[config.mk]
export PLATFORM = sky130hd
export DESIGN_NAME = ordered_merge_of_sorted_sources
export DESIGN_NICKNAME = d
export VERILOG_FILES = /design/src/sv/omss_pkg.sv /design/src/sv/omss_ram.sv /design/src/sv/ordered_merge_of_sorted_sources.sv
export SDC_FILE = /design/constraint.sdc
export NUM_CORES = 2
export LEC_CHECK = 0
export BUFFER_PORTS_ARGS = -buffer_cell sky130_fd_sc_hd__buf_2
export CELL_PAD_IN_SITES_DETAIL_PLACEMENT = 2
export CELL_PAD_IN_SITES_GLOBAL_PLACEMENT = 2
export CORE_UTILIZATION = 52
export DETAILED_ROUTE_END_ITERATION = 10
export PLACE_DENSITY = 0.92
export SLEW_MARGIN = 25
export SYNTH_ARGS = -nofsm -noshare
export SYNTH_HDL_FRONTEND = slang
export SYNTH_SLANG_ARGS = --single-unit
[constraint.sdc]
create_clock -name clk_i -period 6.27 [get_ports clk_i]
set_clock_uncertainty 0.2 [all_clocks]
set_input_delay 0.627 -clock clk_i [delete_from_list [all_inputs] [get_ports clk_i]]
set_output_delay 0.627 -clock clk_i [all_outputs]
set_load 0.01 [all_outputs]
[src/sv/omss_pkg.sv]
`timescale 1ns / 1ps
// ----------------------------------------------------------------------------
// omss_pkg
// Shared constants and types for the ordered merge block.
// ----------------------------------------------------------------------------
package omss_pkg;

  localparam int unsigned Sources    = 8;
  localparam int unsigned QueueDepth = 32;
  localparam int unsigned MaxResults = 32;

  localparam int unsigned ValW   = 31;
  localparam int unsigned SrcW   = 3;
  localparam int unsigned CfgW   = 4;
  localparam int unsigned AddrW  = $clog2(QueueDepth);
  localparam int unsigned OccW   = $clog2(QueueDepth + 1);
  localparam int unsigned CntW   = 6;
  localparam int unsigned RelW   = $clog2(MaxResults + 1);
  localparam int unsigned EntryW = ValW + SrcW;

  localparam logic ActPush   = 1'b0;
  localparam logic ActFinish = 1'b1;

  typedef struct packed {
    logic [SrcW-1:0] src;
    logic [ValW-1:0] val;
  } entry_t;

  // a wins over b: smaller value, ties to the higher source
  function automatic logic entry_better(entry_t a, entry_t b);
    return (a.val < b.val) || ((a.val == b.val) && (a.src > b.src));
  endfunction

endpackage

[src/sv/omss_ram.sv]
`timescale 1ns / 1ps
// ----------------------------------------------------------------------------
// omss_ram
// Single-port-write, single-port-read memory with registered read data.
// ----------------------------------------------------------------------------
module omss_ram #(
  parameter int unsigned Depth = 32,
  parameter int unsigned Width = 34
) (
  input  logic                     clk_i,
  input  logic                     we_i,
  input  logic [$clog2(Depth)-1:0] waddr_i,
  input  logic [Width-1:0]         wdata_i,
  input  logic [$clog2(Depth)-1:0] raddr_i,
  output logic [Width-1:0]         rdata_o
);

  logic [Width-1:0] mem [Depth];

  always_ff @(posedge clk_i) begin
    if (we_i) begin
      mem[waddr_i] <= wdata_i;
    end
    rdata_o <= mem[raddr_i];
  end

endmodule

[src/sv/ordered_merge_of_sorted_sources.sv]
`timescale 1ns / 1ps
// ----------------------------------------------------------------------------
// ordered_merge_of_sorted_sources
// Merges ascending streams of up to eight sources into one ascending stream.
// ----------------------------------------------------------------------------
// Pending values live in one 32-entry memory, unsorted. An input item that
// releases nothing passes through accept, check and status. When release
// runs, each released value takes a scan that reads the occupied entries one
// per cycle, waits out the read latency and reads the tail entry; a pop step
// and an emit step follow. The minimum search over the memory port sets the
// rate. Each result waits in an output register until taken, and a stalled
// output adds its stall cycles. No clearing pass is needed after reset.
module ordered_merge_of_sorted_sources (
  input  logic                          clk_i,
  input  logic                          rst_ni,
  input  logic                          cfg_valid_i,
  output logic                          cfg_ready_o,
  input  logic [omss_pkg::CfgW-1:0]     cfg_data_i,
  input  logic                          in_valid_i,
  output logic                          in_ready_o,
  input  logic                          action_i,
  input  logic [omss_pkg::SrcW-1:0]     source_i,
  input  logic [omss_pkg::ValW-1:0]     value_i,
  output logic                          out_valid_o,
  input  logic                          out_ready_i,
  output logic                          value_valid_o,
  output logic [omss_pkg::ValW-1:0]     released_value_o,
  output logic [omss_pkg::SrcW-1:0]     released_source_o,
  output logic                          last_o,
  output logic                          queue_empty_o,
  output logic                          dropped_o
);

  typedef enum logic [2:0] {
    StIdle, StCheck, StScan, StPop, StEmit, StStatus
  } state_e;

  state_e state_q;
  logic [omss_pkg::CfgW-1:0] active_q;
  logic [omss_pkg::OccW-1:0] occ_q;
  logic [omss_pkg::CntW-1:0] pend_q [omss_pkg::Sources];
  logic [omss_pkg::Sources-1:0] fin_q;
  logic dropped_q;
  logic [omss_pkg::RelW-1:0] nrel_q;

  // scan
  logic [omss_pkg::AddrW-1:0] raddr_q;
  logic [omss_pkg::OccW-1:0] issued_q, seen_q;
  omss_pkg::entry_t best_q;
  logic [omss_pkg::AddrW-1:0] best_idx_q;
  logic stop_q;

  // memory write/read
  logic we;
  logic [omss_pkg::AddrW-1:0] waddr;
  omss_pkg::entry_t wdata, rdata;
  logic [omss_pkg::AddrW-1:0] raddr;

  omss_ram #(
    .Depth(omss_pkg::QueueDepth),
    .Width(omss_pkg::EntryW)
  ) u_ram (
    .clk_i  (clk_i),
    .we_i   (we),
    .waddr_i(waddr),
    .wdata_i(wdata),
    .raddr_i(raddr),
    .rdata_o(rdata)
  );

  // output register
  logic ovalid_q, ovv_q, olast_q, oempty_q, odrop_q;
  logic [omss_pkg::ValW-1:0] oval_q;
  logic [omss_pkg::SrcW-1:0] osrc_q;
  logic out_free;
  assign out_free = !ovalid_q || out_ready_i;

  logic out_load;
  assign out_load = out_free && ((state_q == StEmit) || (state_q == StStatus));

  logic [omss_pkg::CfgW-1:0] nact;
  always_comb begin
    if (active_q == '0) nact = omss_pkg::CfgW'(1);
    else if (active_q > omss_pkg::CfgW'(omss_pkg::Sources))
      nact = omss_pkg::CfgW'(omss_pkg::Sources);
    else nact = active_q;
  end

  logic allowed;
  always_comb begin
    allowed = 1'b1;
    for (int i = 0; i < omss_pkg::Sources; i++) begin
      if ((omss_pkg::CfgW'(i) < nact) && pend_q[i] == '0 && !fin_q[i]) allowed = 1'b0;
    end
  end

  logic accept;
  assign in_ready_o  = (state_q == StIdle);
  assign cfg_ready_o = (state_q == StIdle);
  assign accept      = in_valid_i && in_ready_o;

  logic in_act, push_ok;
  assign in_act  = ({1'b0, source_i} < nact);
  assign push_ok = in_act && (action_i == omss_pkg::ActPush) &&
                   (occ_q < omss_pkg::OccW'(omss_pkg::QueueDepth));

  logic [omss_pkg::OccW-1:0] occ_m1;
  assign occ_m1 = occ_q - omss_pkg::OccW'(1);

  always_comb begin
    we    = 1'b0;
    waddr = occ_q[omss_pkg::AddrW-1:0];
    wdata = '{src: source_i, val: value_i};
    raddr = raddr_q;
    if (state_q == StIdle) begin
      we = accept && push_ok;
    end else if (state_q == StCheck) begin
      raddr = occ_m1[omss_pkg::AddrW-1:0];
    end else if (state_q == StPop) begin
      // move the tail entry into the hole; rdata holds the tail
      we    = 1'b1;
      waddr = best_idx_q;
      wdata = rdata;
    end
  end

  logic [omss_pkg::CntW-1:0] bsrc_cnt;
  assign bsrc_cnt = pend_q[best_q.src];

  always_ff @(posedge clk_i or negedge rst_ni) begin
    if (!rst_ni) begin
      state_q    <= StIdle;
      active_q   <= omss_pkg::CfgW'(2);
      occ_q      <= '0;
      fin_q      <= '0;
      for (int i = 0; i < omss_pkg::Sources; i++) pend_q[i] <= '0;
      dropped_q  <= 1'b0;
      nrel_q     <= '0;
      raddr_q    <= '0;
      issued_q   <= '0;
      seen_q     <= '0;
      best_q     <= '0;
      best_idx_q <= '0;
      stop_q     <= 1'b0;
      ovalid_q   <= 1'b0;
      ovv_q      <= 1'b0;
      oval_q     <= '0;
      osrc_q     <= '0;
      olast_q    <= 1'b0;
      oempty_q   <= 1'b0;
      odrop_q    <= 1'b0;
    end else begin
      if (out_load) ovalid_q <= 1'b1;
      else if (out_ready_i) ovalid_q <= 1'b0;
      case (state_q)
        StIdle: begin
          if (cfg_valid_i) active_q <= cfg_data_i;
          if (accept) begin
            dropped_q <= in_act && (action_i == omss_pkg::ActPush) && !push_ok;
            if (in_act && action_i == omss_pkg::ActFinish) fin_q[source_i] <= 1'b1;
            if (push_ok) begin
              occ_q <= occ_q + omss_pkg::OccW'(1);
              pend_q[source_i] <= pend_q[source_i] + omss_pkg::CntW'(1);
            end
            nrel_q <= '0;
            stop_q <= 1'b0;
            state_q <= StCheck;
          end
        end
        StCheck: begin
          if (allowed && occ_q != '0) begin
            seen_q   <= '0;
            raddr_q  <= '0;
            issued_q <= '0;
            state_q  <= StScan;
          end else begin
            state_q <= StStatus;
          end
        end
        StScan: begin
          // one read issued per cycle; data arrives next cycle
          if (issued_q < occ_q) begin
            raddr_q  <= raddr_q + omss_pkg::AddrW'(1);
            issued_q <= issued_q + omss_pkg::OccW'(1);
          end else begin
            raddr_q <= occ_m1[omss_pkg::AddrW-1:0];
          end
          if (issued_q != '0 && seen_q < occ_q) begin
            if (seen_q == '0 || omss_pkg::entry_better(rdata, best_q)) begin
              best_q     <= rdata;
              best_idx_q <= seen_q[omss_pkg::AddrW-1:0];
            end
            seen_q <= seen_q + omss_pkg::OccW'(1);
          end else if (seen_q == occ_q) begin
            state_q <= StPop; // tail read is in flight now
          end
        end
        StPop: begin
          occ_q  <= occ_m1;
          nrel_q <= nrel_q + omss_pkg::RelW'(1);
          if (bsrc_cnt != '0) pend_q[best_q.src] <= bsrc_cnt - omss_pkg::CntW'(1);
          stop_q <= (bsrc_cnt <= omss_pkg::CntW'(1)) && !fin_q[best_q.src];
          state_q <= StEmit;
        end
        StEmit: begin
          if (out_free) begin
            ovv_q    <= 1'b1;
            oval_q   <= best_q.val;
            osrc_q   <= best_q.src;
            if (stop_q || occ_q == '0 ||
                nrel_q == omss_pkg::RelW'(omss_pkg::MaxResults)) begin
              olast_q  <= 1'b1;
              oempty_q <= (occ_q == '0);
              odrop_q  <= dropped_q;
              state_q  <= StIdle;
            end else begin
              olast_q  <= 1'b0;
              oempty_q <= 1'b0;
              odrop_q  <= 1'b0;
              seen_q   <= '0;
              raddr_q  <= '0;
              issued_q <= '0;
              state_q  <= StScan;
            end
          end
        end
        StStatus: begin
          if (out_free) begin
            ovv_q    <= 1'b0;
            oval_q   <= '0;
            osrc_q   <= '0;
            olast_q  <= 1'b1;
            oempty_q <= (occ_q == '0);
            odrop_q  <= dropped_q;
            state_q  <= StIdle;
          end
        end
        default: state_q <= StIdle;
      endcase
    end
  end

  assign out_valid_o       = ovalid_q;
  assign value_valid_o     = ovv_q;
  assign released_value_o  = oval_q;
  assign released_source_o = osrc_q;
  assign last_o            = olast_q;
  assign queue_empty_o     = oempty_q;
  assign dropped_o         = odrop_q;

endmodule

Yosys cells after proc, flatten, opt, wreduce, memory -nomap -nowiden
Memories as Yosys holds them, arrays and structs flattened. A register that Yosys moved wholly into a read port is not among the register bits.
Index checks and enable logic that the tools add are counted.

storage, ports and cells
  flip-flop bits (word level) = 172
  bits in latches = 0
  RAM bits = 1088
  ROM bits = 0
  input bits = 44
  output and inout bits = 41
  memories = 1

memory list
  name       words  width  rd ports  clocked after Yosys merged registers in  write ports  line            RTL
  u_ram.mem  32     34     1         1                                        1            omss_ram.sv:18  logic [Width-1:0] mem [Depth];

cells by class
  $add $sub $neg = 8
  multiply operators = 0
  div/mod/pow operators = 0
  order comparisons = 23
  eq/ne operators = 19
  shift operators = 0
  mux-type cells = 91
  bitwise logic cells = 4
  reduce and logical (&&, ||, !) cells = 78

operators by type and width
  kind                 count
  $mux 48              3
  $mux 34              3
  $bwmux 48            2
  $pmux 48 s2          1
  $mux 6               14
  $mux 31              2
  $pmux 31 s2          1
  $logic_not 6->1      10
  $mux 5               9
  $bmux 6 s3           2
  $demux 6 s3          2
  $pmux 6 s3           2
  $eq 31x31->1         1
  $lt 31x31->1         1
  $add 6x1->6 const B  5
  $logic_and 1x1->1    30
  $mux 1               28
  $pmux 6 s2           2
  $mux 3               7
  $pmux 3 s6           1
  $reduce_bool 6->1    3
  $lt 3x4->1 const A   4
  $pmux 5 s3           1
  $reduce_and 5->1     3
  other kinds (39)     86

Depth between registers and ports, before layout
  word-level depth = 17
  depth in mapped cells = 13
  gate-level depth less buffers = 11

By module
Synthesis repeated with hierarchy kept, for this count alone.

unflattened totals
  cell total of the unflattened synthesis = 3774
  area total of the unflattened synthesis = 54877.6 µm²

modules (own cells, without submodules)
  module                           times used  cells an instance  area each (µm²)  sequential area each (µm²)
  omss_ram                         1           2399               43107.6          33352.0
  ordered_merge_of_sorted_sources  1           1375               11770.0          4305.4

Least setup slack after synthesis
No wires, ideal clock.

  kind = input -> register
  start point = input port in_valid_i
  end point = memory u_ram.mem[20][0] (enable)
  setup time = 0.425 ns
  data arrival time = 3.670 ns
  required time = 5.645 ns
  setup slack = 1.975 ns
  cell stages on the path = 7
  cell sequence = or4b_4 > or4_4 > a31oi_4 > nor2_1 > nor2_1 > nand2_1 > nor2_1

between the ends
  word-level cells in the longest chain between the ends = 5

RTL lines
  element                       line                                    RTL
  from (decl)                   ordered_merge_of_sorted_sources.sv:19   input logic in_valid_i,
  $logic_and 1x1->1             ordered_merge_of_sorted_sources.sv:100  assign accept = in_valid_i && in_ready_o;
  $logic_and 1x1->1             ordered_merge_of_sorted_sources.sv:116  we = accept && push_ok;
  $mux 1                        ordered_merge_of_sorted_sources.sv:115  if (state_q == StIdle) begin
  $mux 1                        omss_ram.sv:21                          if (we_i) begin
  $mux 1 (not written as such)  omss_ram.sv:22                          mem[waddr_i] <= wdata_i;
  to (decl)                     omss_ram.sv:18

No other way between the ends.

Worst setup path in the final report
  start point = register state_q[0]
  end point = memory u_ram.mem[6][20] (enable)

between the ends
  word-level cells in the longest chain between the ends = 6
  elaborated cells on any way between the ends = 13

RTL lines
  element                                               line                                                                                                                   RTL
  from (decl)                                           ordered_merge_of_sorted_sources.sv:38                                                                                  state_e state_q;
  from (signal assigned)                                ordered_merge_of_sorted_sources.sv:132                                                                                 state_q <= StIdle;
  from (signal assigned)                                ordered_merge_of_sorted_sources.sv:167                                                                                 state_q <= StCheck;
  from (signal assigned)                                ordered_merge_of_sorted_sources.sv:175                                                                                 state_q <= StScan;
  $eq 3x2->1 / $logic_not 3->1 (equally long branches)  ordered_merge_of_sorted_sources.sv:119, ordered_merge_of_sorted_sources.sv:98, ordered_merge_of_sorted_sources.sv:115
  $mux 1 / $logic_and 1x1->1 (equally long branches)    ordered_merge_of_sorted_sources.sv:119, ordered_merge_of_sorted_sources.sv:100
  $mux 1 / $logic_and 1x1->1 (equally long branches)    ordered_merge_of_sorted_sources.sv:117, ordered_merge_of_sorted_sources.sv:116
  $mux 1                                                ordered_merge_of_sorted_sources.sv:115
  $mux 1                                                omss_ram.sv:21
  $mux 1 (not written as such)                          omss_ram.sv:22

Parallel ways exist; a longest one is shown, timed or not.

==> out/metrics.csv <==
stage;metric;value;unit
power_and_ir_drop;comb_power_share;0.407;
floorplanning;rows;116;
setup_path;crit_path_start_kind;register;
logic_synthesis;ys_async_sr_fraction;0.133;
drt;drt_iter0_markers;6414;
timing;rsz0062_at_grt;no;
logic_synthesis;netlist_area;52900;sq um
worst_hold_path;hold_path.class;input port to register;
global_route;grt_usage;0.449;
setup_path;cp_common_cell;nor2_1;
clock_network;cts_tree;built;
power_and_ir_drop;internal-power;19.9;mW
global_route;grt_max_degree;122;
clock_network;cts_max_path_buffers;3;
timing;layout_min_cycle_time;5.65;ns
drt;wl_met2;115000;um
logic_synthesis;yosysWarnings;0;
clock_network;clockRootBuffer;clkbuf_16;
logic_synthesis;ys_seq_area_frac;0.712;
setup_path;cp_max_fo;46;
global_route;grt_pass1_wl;314000;um
floorplanning;die-width;321;um
setup_path;r2r_setup_slack;0.62;ns
drt;dr_wl_met3;31300;um
floorplanning;initial_core_util;0.527;
setup_path;r2r_start;state_q[0];
logic_synthesis;synth_cells;3109;
power_and_ir_drop;powerDensity;578;nW/um^2
run;maxCapViolCount;0;
setup_path;setup.worst_path.end;u_ram.mem[6][20];
timing;setup_violations;0;
final_layout;fin_area;60900;sq um
timing;fmax;177;MHz
floorplanning;die_y;321;um
logic_synthesis;syn-num-nets;3213;
drt;met1_length;81000;um
placed_design;placed_area;55900;sq um
logic_synthesis;ys.flop_type;edfxtp_1;
global_route;grt_pass1_vias;36472;
timing;timing.final.crit_share;0.900;
clock_network;clk_latency;0.83;ns
power_and_ir_drop;power;35.2;mW
setup_path;path_class;register to register;
placed_design;portBuffers;84;
setup_path;cpMaxStageDelayCell;nor2_4;
final_layout;final_layout_size_suffix_gt1_frac;0.239;
setup_path;critical_path_depth;8;
power_and_ir_drop;p_seq_frac;0.338;
global_route;grt_remaining_overflow;0;
final_layout;fin_nets;3399;
final_layout;fillers;8115;
power_and_ir_drop;switching_power;15.3;mW
final_layout;synthToLayoutAreaGrowth;15.0;%
clock_network;clkTransAtPathRegs;0.07;ns
drt;highest_layer;met5;
timing;hold_viol;0;
drt;routedWlPerCell;52.5;um
timing;slew_headroom;0.126;
clock_network;post_cts_buffers;0;
power_and_ir_drop;worst_ir_drop_vdd;0.353;mV
run_status;status;completed;
setup_path;reg2reg_depth;8;
setup_path;cp-end-kind;register;
power_and_ir_drop;clkPwrFrac;0.255;
clock_network;cts_sinks;1294;
setup_path;crit_arrival;5.91;ns
drt;routed_wl;250000;um
logic_synthesis;synthesis.area_per_instance;17.0;sq um
logic_synthesis;synth-seq-cells;1294;
drt;drc;0;
setup_path;cp_cell_sequence;or4b_4, or4_4, a31oi_4, nor2_1, nor2_1, nand2_1, nor2_4, buf_4;
timing;drv_slew;0;
setup_path;cp_top_family;simple AND/OR/NAND/NOR gates;
global_route;antenna_found_initial;28;
floorplanning;core-area;100000;sq um
logic_synthesis;ys_types;76;
clock_network;cts_buffers;137;
drt;drtPass1Iterations;6;
floorplanning;die_area;103000;sq um
timing;tightest_slew;1.30;ns
setup_path;max_stage_delay;0.98;ns
floorplanning;io_pins;85;
setup_path;critical_path_required;6.53;ns
drt;vias;37625;
drt;detail-route-antenna-nets;0;
placed_design;hpwl;134000;um
power_and_ir_drop;leakage;21.0;nW
clock_network;htreeDepth;4;
setup_path;critPathLaunch;state_q[0];
drt;viasPerCell;7.90;
power_and_ir_drop;p_sw_frac;0.434;
setup_path;rr_endpoint;u_ram.mem[6][20];
timing;tns;0;ns
setup_path;critPathBufInv;1;
placed_design;gp_congestion;0.935;
logic_synthesis;synth-edff-count;1088;
-- cells by family (layout without fill, tap and decap cells) --
group,Yosys count,in the layout,share of synthesized area
AOI/OAI and AO/OA,363,363,0.0498
xor gates and xnor gates,19,19,0.00314
adders and majority gates,60,60,0.0142
buffers and inverters,235,527,0.0185
DFF,1294,1294,0.712
muxes,383,383,0.140
other,0,4,0
and+or+nand+nor,755,755,0.0630
-- per-stage QoR --
step / utilization / setup slack, ns / instances / hold slack, ns
after floorplan: - / 1.97 / 3109 / 0.131
after global placement: 0.553 / 1.32 / 4473 / 0.246
after detailed placement: 0.557 / 1.03 / 4489 / 0.266
after CTS: 0.601 / 0.976 / 4739 / 0.0299
after global routing: 0.606 / 0.716 / 4758 / 0.0729
final: 0.606 / 0.624 / 4762 / 0.0572
-- layout make-up --
| cell class | instances | area (sq um) | area share |
|---|---|---|---|
| inverter | 70 | 263 | 0.00432 |
| sequential | 1294 | 37700 | 0.619 |
| multi-input combinational | 1580 | 14800 | 0.243 |
| antenna | 4 | 10.0 | 0.000164 |
| tap | 1357 | 1700 | 0.0279 |
| clock buffer | 186 | 3820 | 0.0627 |
| clock inverter | 59 | 584 | 0.00960 |
| timing repair buffer | 212 | 2060 | 0.0339 |
-- cell usage in the layout, fill, tap and decap left out, drive strengths merged, types with 14 or more instances in the layout --
cell type / instances
nand3: 100
o22ai: 16
nor3: 31
a21o: 18
mux2: 48
clkinv: 43
nor2: 91
nand2: 412
clkbuf: 186
nor4: 14
mux4: 280
a32oi: 35
inv: 75
dfrtp: 171
o31ai: 41
ha: 60
o21ai: 65
mux2i: 55
and3: 37
o2bb2ai: 24
dfxtp: 34
edfxtp: 1088
buf: 207
a21oi: 35
a22oi: 34
-- power groups by stage --
stage | combinational [mW] | clock [mW] | sequential, mW
detailed placement | 12.3 | 0 | 11.8
global route | 14.3 | 9.08 | 11.8
global placement | 10.9 | 0 | 11.6
floorplan | 7.40 | 0 | 11.2
CTS | 13.1 | 8.62 | 11.7
finish | 14.3 | 8.97 | 11.9
-- cells in the mapped netlist, drive strengths merged, types with 14 or more instances --
| master | n | share of area |
|---|---|---|
| mux2 | 48 | 0.010 |
| nand2 | 412 | 0.029 |
| and3 | 37 | 0.0044 |
| dfxtp | 34 | 0.013 |
| a21o | 18 | 0.0026 |
| edfxtp | 1088 | 0.62 |
| nor3 | 31 | 0.0029 |
| a22oi | 34 | 0.0048 |
| buf | 75 | 0.0072 |
| a32oi | 35 | 0.0058 |
| ha | 60 | 0.014 |
| clkbuf | 90 | 0.0064 |
| inv | 69 | 0.0049 |
| dfrtp | 171 | 0.081 |
| mux4 | 280 | 0.12 |
| o2bb2ai | 24 | 0.0040 |
| nand3 | 100 | 0.0095 |
| o22ai | 16 | 0.0019 |
| nor4 | 14 | 0.0017 |
| o21ai | 65 | 0.0064 |
| o31ai | 41 | 0.0059 |
| mux2i | 55 | 0.010 |
| a21oi | 35 | 0.0033 |
| nor2 | 91 | 0.0065 |
-- flip-flops by register name, indices dropped and copies added, names as in the netlist, 6 cells and up --
| signal | count |
|---|---|
| u_ram.mem | 1088 |
| pend_q | 48 |
| best_q | 34 |
| u_ram.rdata_o | 34 |
| released_value_o | 31 |
| fin_q | 8 |
| issued_q | 6 |
| nrel_q | 6 |
| occ_q | 6 |
| seen_q | 6 |
-- worst min path at each step --
stage                                     from                   end  slack (ns)  cells after the start
after global routing                  action_i             dropped_q        0.07                      4
after global placement               dropped_o             dropped_o        0.25                      2
after CTS                          out_ready_i            state_q[2]        0.03                      4
after floorplan                         rst_ni           active_q[0]        0.13                      0
after detailed placement  released_value_o[13]  released_value_o[13]        0.27                      2
final                              out_ready_i            state_q[2]        0.06                      4
-- routing by layer --
layer | track usage | vias up
met5 | 0 | -
met4 | 0.239 | 28
met3 | 0.107 | 1246
met2 | 0.733 | 4239
met1 | 0.558 | 19426
li1 | - | 12686
-- repair_timing --
item,CTS,global route
gates resized for setup,0,0
endpoints found under the hold margin,123,0
hold buffers,5,0
setup endpoints to repair,0,0
-- tightest hold or removal path, stage by stage --
cell and delay, ns:
buf_2 0.08, nor2b_1 0.06, nand2_1 0.12, o21ai_0 0.10
No activity file was read; power rests on OpenSTA's default activity.
